## src/rtl/cfrt_pkg.sv

```systemverilog
// shared types, codes and constants of the frame reassembly tracker
package cfrt_pkg;

    localparam int StreamsDef   = 16;
    localparam int MaxChunksDef = 64;
    localparam int MapW         = 64;
    localparam int IdxW         = 6;

    localparam logic [15:0] MaxChunkBytesRst = 16'd60000;
    localparam logic [21:0] MaxFrameBytesRst = 22'd2097152;

    // input kind codes
    localparam logic [1:0] KIND_SINGLE = 2'd0;
    localparam logic [1:0] KIND_CHUNK  = 2'd1;

    // configuration register indexes
    localparam logic CFG_MAX_CHUNK = 1'b0;
    localparam logic CFG_MAX_FRAME = 1'b1;

    typedef enum logic [2:0] {
        ST_STORED     = 3'd0,
        ST_COMPLETE   = 3'd1,
        ST_MALFORMED  = 3'd2,
        ST_BAD_SIZE   = 3'd3,
        ST_BAD_META   = 3'd4,
        ST_TRUNCATED  = 3'd5,
        ST_INCOMPLETE = 3'd6,
        ST_UNKNOWN    = 3'd7
    } t_status;

    typedef enum logic [1:0] {
        OP_DONE   = 2'd0,
        OP_SINGLE = 2'd1,
        OP_CHUNK  = 2'd2
    } t_op;

    // classified item passed from front to back
    typedef struct packed {
        t_op         op;
        t_status     status;
        logic [15:0] sid;
        logic [15:0] width;
        logic [15:0] height;
        logic [31:0] seq;
        logic [21:0] total;
        logic [IdxW-1:0] idx;
        logic [6:0]  cnt;
        logic [15:0] size;
    } t_job;

    // per-stream record
    typedef struct packed {
        logic [31:0]     last_seq;
        logic [31:0]     rcv;
        logic [31:0]     drop;
        logic [31:0]     pseq;
        logic [21:0]     ptot;
        logic [6:0]      pparts;
        logic [31:0]     geom;
        logic [MapW-1:0] map;
        logic [6:0]      seen_cnt;
        logic [21:0]     sum;
    } t_rec;

endpackage

```

## src/rtl/cfrt_queue.sv

```systemverilog
// two-entry job queue between front and back
module cfrt_queue
    import cfrt_pkg::*;
(
    input  logic i_clk,
    input  logic i_rst_n,
    input  logic i_push,
    input  t_job i_job,
    output logic o_full,
    input  logic i_pop,
    output logic o_valid,
    output t_job o_job
);

    t_job       r_mem [2];
    logic       r_wp, n_wp;
    logic       r_rp, n_rp;
    logic [1:0] r_cnt, n_cnt;

    assign o_full  = r_cnt == 2'd2;
    assign o_valid = r_cnt != 2'd0;
    assign o_job   = r_mem[r_rp];

    // pointer and fill update
    always_comb begin
        n_wp  = r_wp ^ i_push;
        n_rp  = r_rp ^ i_pop;
        n_cnt = r_cnt + {1'b0, i_push} - {1'b0, i_pop};
    end

    always_ff @(posedge i_clk) begin
        if (!i_rst_n) begin
            r_wp  <= 1'b0;
            r_rp  <= 1'b0;
            r_cnt <= 2'd0;
        end else begin
            r_wp  <= n_wp;
            r_rp  <= n_rp;
            r_cnt <= n_cnt;
        end
    end

    // storage
    always_ff @(posedge i_clk) begin
        if (i_push) r_mem[r_wp] <= i_job;
    end

endmodule

```

## config.mk

```make
export PLATFORM = sky130hd
export DESIGN_NAME = cfrt_queue
export DESIGN_NICKNAME = d
export VERILOG_FILES = /design/src/rtl/cfrt_pkg.sv /design/src/rtl/cfrt_queue.sv
export SDC_FILE = /design/constraint.sdc
export NUM_CORES = 1
export LEC_CHECK = 0
export ABC_AREA = 1
export BUFFER_PORTS_ARGS = -buffer_cell sky130_fd_sc_hd__buf_2
export CAP_MARGIN = 20
export CORE_UTILIZATION = 56
export DETAILED_ROUTE_END_ITERATION = 16
export PLACE_DENSITY = 0.91
export SYNTH_ARGS = -nofsm -noshare
export SYNTH_HDL_FRONTEND = slang
export SYNTH_SLANG_ARGS = --single-unit
```

## constraint.sdc

```tcl
create_clock -name i_clk -period 6.55 [get_ports i_clk]
set_input_delay 0.3275 -clock i_clk [delete_from_list [all_inputs] [get_ports i_clk]]
set_output_delay 0.3275 -clock i_clk [all_outputs]
set_load 0.05 [all_outputs]
```

---- Yosys cells after proc, flatten, opt, wreduce, memory -nomap -nowiden ----
Memories as Yosys holds them, arrays and structs flattened. A register that Yosys moved wholly into a read port is not among the register bits.
Index checks and enable logic that the tools add are counted.
word-level totals
  flip-flop bits (word level) ............. 4
  memory bits (writable) .................. 272
  input port bits ......................... 140
  memories ................................ 1
operators by class
  add/sub/neg operators ................... 2
  equality and inequality tests ........... 1
  muxes and demuxes ....................... 3
  bitwise operators ....................... 2
  reductions and logical operators ........ 1
memory list
  name   words  width  rd ports  clocked after memory_dff  wr ports  line              source
  r_mem  2      136    1         1                         1         cfrt_queue.sv:15  t_job r_mem [2];
operators with widths
  cell                  count
  $mux W1               3
  $add A2 B1 Y2         1
  $eq A2 B2 Y1 const B  1
  $reduce_bool A2 Y1    1
  $sub A2 B1 Y2         1
  $xor A1 B1 Y1         2

---- Depth between registers and ports, before layout ----
  depth after elaboration ................. 2
  gate-level depth with buffers ........... 9
  depth with buffers taken out ............ 9

---- Worst setup path after synthesis ----
No wires, ideal clock.
  path type ............................... register to register
  from .................................... reg r_wp
  to ...................................... mem r_mem[0][0] (netlist bit) (enable)
  setup time .............................. 0.512 ns
  arrival time ............................ 3.517 ns
  data required time ...................... 6.038 ns
  slack ................................... 2.521 ns
  stages on the path, launching flop included .. 3
  clock period less this slack ............ 4.029 ns
  cells stage by stage .................... dfxtp_1 inv_1 ha_1
RTL lines
  element                 line              source
  start, declared         cfrt_queue.sv:16  logic r_wp, n_wp;
  start signal, assigned  cfrt_queue.sv:37  r_wp <= n_wp;
  end, declared           cfrt_queue.sv:15
No word-level cell before the write port.

==> flow_summary.ini <==
[floorplan]
core_um2 = 17500
die_w_um = 137
ioPinCount = 278
dieHeight_um = 137
dieArea_um2 = 18700
initial_core_util = 0.581
rows = 48

[synth]
yosysSeqAreaShare = 0.811
synthArstFlopShare = 0
ys_top_cells_by_count = 272 x edfxtp_1, 96 x mux2_2, 40 x mux2_4, 9 x buf_2, 7 x inv_1
syn_inst = 452
synth-main-ff-cell = edfxtp_1
synth-seq-cells = 277
ys_types = 13
synth_area_per_cell_um2 = 22.6
synth_area_leaders = edfxtp_1 80%, mux2_2 11%, mux2_4 5.9%
synth_warnings = 0
synth_nets = 596
synth_edf_count = 272
synth_top_area_share = 0.801
syn_area_um2 = 10200
yosysTopAreaCell = edfxtp_1
yosysMostFrequentCell = edfxtp_1

[routing]
viasPerCell = 5.20
route.detailed.wl_per_inst_um = 20.3
dr_total_vias = 5737
final_antenna_net_count = 0
dr.pass1.iters = 4
drc = 0
drt_iter0_drc = 347
wl_um = 22400

[critical_path]
r2r_slack_ps = 4010
cp-start-kind = flop
rr_endpoint = r_mem[0][108]
path_buf_inv = 2
critical_path.top_delay_family = buffers and inverters
cp_cell_sequence = buf_4 > mux2_2 > buf_2
slowest_stage = buf_4
reg2reg_from = r_wp
crit_type = flop to output pin
critical-path-max-stage-delay_ps = 770
cp.required_ps = 6220
endpoint_kind = output pin
critPathArrivalTime_ps = 2470
reg2reg_depth = 3
critPathMaxFanout = 54

[final_layout]
area_delta_synth_final_pct = 34.4
fillers = 888
drive_above_1_share = 0.518
finalNetCount = 998

[clocking]
cts_hold_buffers = 104
cts_buffers = 27
clk_latency_ps = 520
clk_pin_slew_ps = 60
cts_resized = 0
cts_buffer_depth = 3
postCtsSetupRepairBufs = 0
cts_tree = done
root_buffer = clkbuf_16
htreeDepth = 1
cts_sinks = 277

[timing]
period_needed_ps = 2800
hold_viol = 0
skew_ps = 17.0
timing_max_transition_violations_final = 0
worstMarginPinSlew_ps = 949
relSlewSlack = 0.367
rsz0062_at_grt = false
hold_ws_ps = 14.1
setup_viol_count_final = 0
timing.final.crit_share = 0.428
tns_ps = 0
fmax_mhz = 357

[global_route]
grt_pass1_wl_um = 32500
grt_pass1_vias = 6047
grt_remaining_overflow = 0
grt_usage = 0.235
grt_max_degree = 73
grt_antenna_before_repair = 3

[placed_design]
io_buffer_count = 277
gp_congestion = 0.783
dp_hpwl_um = 13000

[hold_path]
hold_class = input pin to flop
min_to = r_mem[1][96]
holdPathStages = 1
worstHoldStart = i_job[96]

[power]
p_per_area_nw_per_um2 = 315
worst_ir_drop_vdd_uv = 257
power.leakage_nw = 5.29

[status]
status = finished, final reports clean

[run]
cap_violations = 0
[area by class of cell]
type | count | area [um^2] | share of cell area
multi-input combinational | 153 | 1810 | 0.132
sequential | 277 | 8270 | 0.604
antenna | 3 | 7.51 | 0.000548
clock buffer | 37 | 713 | 0.0521
inverter | 7 | 26.3 | 0.00192
timing repair buffer | 388 | 2490 | 0.182
clock inverter | 13 | 96.3 | 0.00703
tap | 225 | 282 | 0.0206
[worst max-delay path by stage]
| stage | end | depth (start not counted) |
|---|---|---|
| after floorplan | r_mem[0][0] | 2 |
| after global routing | o_job[40] | 3 |
| final | o_job[38] | 3 |
| after global placement | r_mem[0][126] | 3 |
| after detailed placement | r_mem[0][37] | 3 |
| after CTS | o_job[38] | 3 |
[sequential cells by signal (all words and copies together) (netlist names), named ones only]
name   count
r_wp       1
r_rp       1
r_mem    272
r_cnt      2
[logic make-up after synthesis]
family,share of synthesized area
buffers and inverters,0.0136
adder cells (fa/ha/maj),0.00491
multiplexers,0.165
XOR/XNOR,0.000859
AO/OA/AOI/OAI,0.000490
flip-flops,0.811
AND/OR/NAND/NOR,0.00417
[per-layer routing]
metal	up-vias	track usage	part of all wire
li1	2590	-	-
met1	2770	0.280	0.37
met2	332	0.422	0.51
met3	45	0.0578	0.090
met4	0	0.0653	0.024
met5	-	0	0
[cells in the final DEF (no fill, tap or decap), drive strengths merged]
cell type,count
a21oi,1
buf,281
bufinv,1
clkbuf,37
clkinv,11
dfxtp,5
diode,3
dlygate4sd3,107
edfxtp,272
ha,4
inv,8
mux2,136
nand2,5
nand3,1
nor2,5
xnor2,1
[through the flow]
| stage | setup WS (ps) | std cells | utilization | instance area (um^2) | power [mW] |
|---|---|---|---|---|---|
| floorplan | 2520 | 452 | - | 10200 | 2.70 |
| finish | 3750 | 1103 | 0.781 | 13700 | 4.32 |
| detailed placement | 3940 | 943 | 0.673 | 11800 | 2.87 |
| global route | 3630 | 1103 | 0.781 | 13700 | 4.44 |
| CTS | 3710 | 1097 | 0.779 | 13700 | 4.32 |
| global placement | 4040 | 943 | 0.673 | 11800 | 2.85 |
[report_power, final]
group	internal (mW)	switching (mW)
Combinational	0.253	0.540
Clock	0.803	0.614
Sequential	2.07	0.0339
Power figures use the tool's default switching activity.
