## src/rtl/cfrt_pkg.sv

```systemverilog
// shared types, codes and constants of the frame reassembly tracker
package cfrt_pkg;

    localparam int StreamsDef   = 16;
    localparam int MaxChunksDef = 64;
    localparam int MapW         = 64;
    localparam int IdxW         = 6;

    localparam logic [15:0] MaxChunkBytesRst = 16'd60000;
    localparam logic [21:0] MaxFrameBytesRst = 22'd2097152;

    // input kind codes
    localparam logic [1:0] KIND_SINGLE = 2'd0;
    localparam logic [1:0] KIND_CHUNK  = 2'd1;

    // configuration register indexes
    localparam logic CFG_MAX_CHUNK = 1'b0;
    localparam logic CFG_MAX_FRAME = 1'b1;

    typedef enum logic [2:0] {
        ST_STORED     = 3'd0,
        ST_COMPLETE   = 3'd1,
        ST_MALFORMED  = 3'd2,
        ST_BAD_SIZE   = 3'd3,
        ST_BAD_META   = 3'd4,
        ST_TRUNCATED  = 3'd5,
        ST_INCOMPLETE = 3'd6,
        ST_UNKNOWN    = 3'd7
    } t_status;

    typedef enum logic [1:0] {
        OP_DONE   = 2'd0,
        OP_SINGLE = 2'd1,
        OP_CHUNK  = 2'd2
    } t_op;

    // classified item passed from front to back
    typedef struct packed {
        t_op         op;
        t_status     status;
        logic [15:0] sid;
        logic [15:0] width;
        logic [15:0] height;
        logic [31:0] seq;
        logic [21:0] total;
        logic [IdxW-1:0] idx;
        logic [6:0]  cnt;
        logic [15:0] size;
    } t_job;

    // per-stream record
    typedef struct packed {
        logic [31:0]     last_seq;
        logic [31:0]     rcv;
        logic [31:0]     drop;
        logic [31:0]     pseq;
        logic [21:0]     ptot;
        logic [6:0]      pparts;
        logic [31:0]     geom;
        logic [MapW-1:0] map;
        logic [6:0]      seen_cnt;
        logic [21:0]     sum;
    } t_rec;

endpackage

```

## src/rtl/cfrt_front.sv

```systemverilog
// front end: checks one header and turns it into a job for the back end
module cfrt_front
    import cfrt_pkg::*;
#(
    parameter int STREAMS    = StreamsDef,
    parameter int MAX_CHUNKS = MaxChunksDef
) (
    input  logic [1:0]  i_kind,
    input  logic [15:0] i_stream_id,
    input  logic [15:0] i_frame_width,
    input  logic [15:0] i_frame_height,
    input  logic [31:0] i_frame_sequence,
    input  logic [31:0] i_total_bytes,
    input  logic [15:0] i_part_index,
    input  logic [15:0] i_part_count,
    input  logic [31:0] i_part_bytes,
    input  logic [15:0] i_bytes_present,
    input  logic [15:0] i_max_chunk,
    input  logic [21:0] i_max_frame,
    output t_job        o_job
);

    logic size_bad;
    logic meta_bad;
    logic trunc;
    logic unknown;

    // limit checks
    assign size_bad = (i_part_bytes == 32'd0) || (i_part_bytes > {16'd0, i_max_chunk});
    assign meta_bad = (i_total_bytes == 32'd0) || (i_total_bytes > {10'd0, i_max_frame})
                   || (i_part_count == 16'd0) || (i_part_count > 16'(MAX_CHUNKS))
                   || (i_part_index >= i_part_count) || size_bad;
    assign trunc    = {16'd0, i_bytes_present} < i_part_bytes;
    assign unknown  = i_stream_id >= 16'(STREAMS);

    // classification in check order
    always_comb begin
        o_job        = '0;
        o_job.op     = OP_DONE;
        o_job.status = ST_MALFORMED;
        o_job.sid    = i_stream_id;
        o_job.width  = i_frame_width;
        o_job.height = i_frame_height;
        o_job.seq    = i_frame_sequence;
        o_job.total  = i_total_bytes[21:0];
        o_job.idx    = i_part_index[IdxW-1:0];
        o_job.cnt    = i_part_count[6:0];
        o_job.size   = i_part_bytes[15:0];
        if (i_kind == KIND_SINGLE) begin
            priority if (size_bad) o_job.status = ST_BAD_SIZE;
            else if (trunc)        o_job.status = ST_TRUNCATED;
            else if (unknown)      o_job.status = ST_UNKNOWN;
            else                   o_job.op     = OP_SINGLE;
        end else if (i_kind == KIND_CHUNK) begin
            priority if (meta_bad) o_job.status = ST_BAD_META;
            else if (trunc)        o_job.status = ST_TRUNCATED;
            else if (unknown)      o_job.status = ST_UNKNOWN;
            else                   o_job.op     = OP_CHUNK;
        end else begin
            o_job.sid = 16'd0;
        end
    end

endmodule

```

## config.mk

```make
export PLATFORM = sky130hd
export DESIGN_NAME = cfrt_front
export DESIGN_NICKNAME = d
export VERILOG_FILES = /design/src/rtl/cfrt_pkg.sv /design/src/rtl/cfrt_front.sv
export SDC_FILE = /design/constraint.sdc
export NUM_CORES = 1
export LEC_CHECK = 0
export BUFFER_PORTS_ARGS = -buffer_cell sky130_fd_sc_hd__buf_4
export CORE_AREA = 2 2 144 146
export DETAILED_ROUTE_END_ITERATION = 16
export DIE_AREA = 0 0 146 148
export GPL_TIMING_DRIVEN = 0
export PLACE_DENSITY = 0.46
export SETUP_SLACK_MARGIN = 0.15
export SYNTH_ARGS = -nofsm -noshare
export SYNTH_HDL_FRONTEND = slang
export SYNTH_SLANG_ARGS = --single-unit
export TNS_END_PERCENT = 30
```

## constraint.sdc

```tcl
create_clock -name vclk -period 5.6
set_clock_uncertainty 0.05 [all_clocks]
set_input_delay 0.84 -clock vclk [all_inputs]
set_output_delay 0.84 -clock vclk [all_outputs]
set_load 0.005 [all_outputs]
```

### Word level (Yosys, flattened, before mapping)

Cells that the tools add are included.

| operators by class | value |
|---|---|
| order comparisons | 6 |
| equality and inequality tests | 1 |
| multiplexer cells | 14 |
| reduce and logical (&&, ||, !) cells | 10 |

Operators with widths:

| operator | count |
|---|---|
| 32-bit logical NOT | 2 |
| 32-bit by 16-bit > comparator with 1-bit output | 1 |
| 32-bit by 22-bit > comparator with 1-bit output | 1 |
| 16-bit by 32-bit < comparator with 1-bit output | 1 |
| 16-bit two-way mux | 2 |
| 16-bit greater-or-equal comparator | 1 |
| 16-bit by 5-bit greater-or-equal comparator with 1-bit output, second input constant | 1 |
| 16-bit by 7-bit > comparator with 1-bit output, second input constant | 1 |
| 16-bit logical NOT | 1 |
| 3-bit two-way mux | 4 |
| 5-bit two-way mux | 2 |
| 2-bit two-way mux | 4 |
| 1-bit logical OR | 6 |
| 2-bit by 1-bit equality test with 1-bit output, second input constant | 1 |
| 2-bit logical NOT | 1 |
| 1-bit two-way mux | 2 |

| storage, ports and cells | value |
|---|---|
| flip-flop bits (word level) | 0 |
| input bits | 232 |
| output and inout bits | 136 |

### Depth between registers and ports, before layout

| depth | value |
|---|---|
| word-level depth | 9 |
| depth in mapped cells | 9 |
| mapped depth without buffers | 9 |

### Worst setup path before layout

No wires, ideal clock.

| timing path | value |
|---|---|
| path kind | input -> output |
| start | input port i_max_frame[18] |
| end | output port o_job[133] (netlist name) |
| arrival time | 2.836 ns |
| slack | 1.874 ns |
| stages on the path | 9 |
| path buffers | 0 |
| cell sequence | inv_1 -> ha_1 -> a21oi_1 -> a2111oi_0 -> a211o_1 -> or4_4 -> a2111oi_4 -> a21oi_1 -> o21a_1 |

RTL lines:

| element | line | text |
|---|---|---|
| start, declared | cfrt_front.sv:19 | `input logic [21:0] i_max_frame,` |
| end, declared | cfrt_front.sv:20 | `output t_job o_job` |

==> impl_metrics.json <==
{
  "outcome": "finished clean",
  "antenna_left": 0,
  "via_count": 3725,
  "fin_nets": 1030,
  "yosysTopAreaCellShare_pct": 28.6,
  "clkbuf_count": 0,
  "final_cells": 997,
  "synthTopCellsByArea": "buf_4 29%, ha_1 29%, inv_1 8.8%",
  "routed_wl_mm": 13.1,
  "ctsHoldBuffers": 0,
  "final_common_cell": "buf_4",
  "antenna_found_initial": 0,
  "yosys_warnings": 0,
  "crit_path_end_kind": "output pin",
  "cts_resized": 0,
  "avgRoutedWirePerCell_um": 13.1,
  "path_class": "in -> out",
  "crit_path_max_fanout": 3,
  "drive_gt1_share_pct": 58.0,
  "gp_congestion": 0.764,
  "p_leak_nw": 3.21,
  "crit_required_ns": 4.71,
  "synth_cells": 424,
  "max_cap_violations": 0,
  "n_fill_cell": 2296,
  "dpl.cell_count": 997,
  "timing.final.crit_share_pct": 74.8,
  "post_cts_buffers": 0,
  "vdd_drop_max_mv": 0.0225,
  "hold_violations": 0,
  "grt_max_degree": 11,
  "cp_slowest_cell": "or4_4",
  "finalWorstSetupSlack_ns": 1.41,
  "rows": 52,
  "post-dp-hpwl_mm": 12.3,
  "cp.depth": 10,
  "syn_avg_cell_area_um2": 7.11,
  "hold_path_depth": 2,
  "setup_viol": 0,
  "dieWidth_um": 146,
  "crit_buf_inv": 2,
  "dr.pass1.iters": 4,
  "die_y_um": 148,
  "fmax_ghz": 0.239,
  "grt.overflow.total": 0,
  "pwr_density_cell_nw_per_um2": 66.9,
  "drc": 0,
  "grt_pass1_vias": 3720,
  "rsz0062_at_grt": "no",
  "startpoint_type": "primary input",
  "path_delay_family": "compound AO/OA/AOI/OAI gates",
  "ys_seq_area_share_pct": 0,
  "slew_viol_final": 0,
  "cp.arrival_ns": 3.30,
  "final_cell_mix": "418 x buf_4, 71 x inv_1, 69 x ha_1",
  "syn_area_um2": 3020,
  "synth_cell_type_count": 36,
  "port_buffers": 303,
  "grtUsageTotal_pct": 11.0,
  "nFlopsAndLatches": 0,
  "tns_ns": 0,
  "seqCellArea_um2": 0,
  "initial_core_util_pct": 15.0,
  "slew_headroom_pct": 63.6,
  "tightest_slew_ns": 0.540,
  "min_path_type": "in -> out",
  "synthesis.nets": 725,
  "coreArea_um2": 20000,
  "n_antenna_cell": 0,
  "fin_crit_ns": 4.19,
  "path_cells": "buf_4 -> ha_1 -> a21oi_1 -> a2111oi_0 -> a211o_1 -> or4_4 -> a2111oi_4 -> a21oi_1 -> o21a_1 -> buf_4",
  "multiInputGateArea_um2": 1880,
  "drt-vias-per-instance": 3.74,
  "synth_largest_area_cell": "buf_4",
  "cpPeakStageDelay_ns": 0.58,
  "pre_cts_slack_ns": 1.39,
  "area_delta_synth_final_pct": 86.6,
  "die_area_um2": 21600,
  "grt_pass1_wl_mm": 19.5,
  "num_io_pins": 368,
  "drt-initial-drc-count": 67
}
## area by class of cell
class / count / area share, %
timing repair buffer: 303 / 40.4
multi-input combinational: 236 / 33.4
buffer: 117 / 15.5
tap: 270 / 6.00
inverter: 71 / 4.74
## final timing paths
path	from	end	slack (ns)
worst max-delay path	i_total_bytes[18]	o_job[133]	1.41
worst min-delay path	i_frame_sequence[13]	o_job[64]	1.80
## kinds of logic after synthesis
group	share of synthesized area [%]
and+or+nand+nor	19.3
AOI/OAI and AO/OA	14.4
buffers and inverters	37.7
adders and majority gates	28.6
## power by group
| group | switching (mW) | total, mW | internal (mW) |
|---|---|---|---|
| Sequential | 0 | 0 | 0 |
| Combinational | 0.140 | 0.377 | 0.237 |
| Clock | 0 | 0 | 0 |
## synthesized netlist by cell type
cell and number:
a41oi_1 1, or4_1 1, a21boi_1 1, and3_1 2, nor2b_1 20, nand4_1 8
clkbuf_1 2, o21a_1 4, a21oi_1 25, nand2_1 14, a21o_1 6, o21ai_1 5
ha_1 69, nand3_1 14, a211oi_2 1, a2111oi_0 1, nor3_1 5, o21bai_1 1
o21ai_0 5, buf_4 115, or4_4 2, and4_1 3, a211oi_1 1, a221o_1 2
a21boi_0 1, or2_1 1, o2111ai_1 2, or3b_1 1, nor4_1 22, a31o_1 1
o31a_1 2, nor2_1 10, a211o_1 1, inv_1 71, o211ai_1 3, a2111oi_4 1
## per-layer routing
layer,GRT usage [%],vias to the layer above,share of wire [%]
li1,-,1946,-
met1,14.6,1630,43
met2,19.8,147,50
met3,1.98,2,7.0
met4,0.146,0,0.11
met5,0,-,0
## per-stage QoR
step                      area, µm²  util (%)  hold WS (ns)  power, mW
after global routing           5630      28.1          1.80      0.420
final                          5630      28.1          1.80      0.377
after global placement         5630      28.1          1.80      0.381
after detailed placement       5630      28.1          1.80      0.381
after floorplan                3020         -          1.67      0.165
after CTS                      5630      28.1          1.80      0.383
Note: power is estimated with default switching activity, not from simulation.
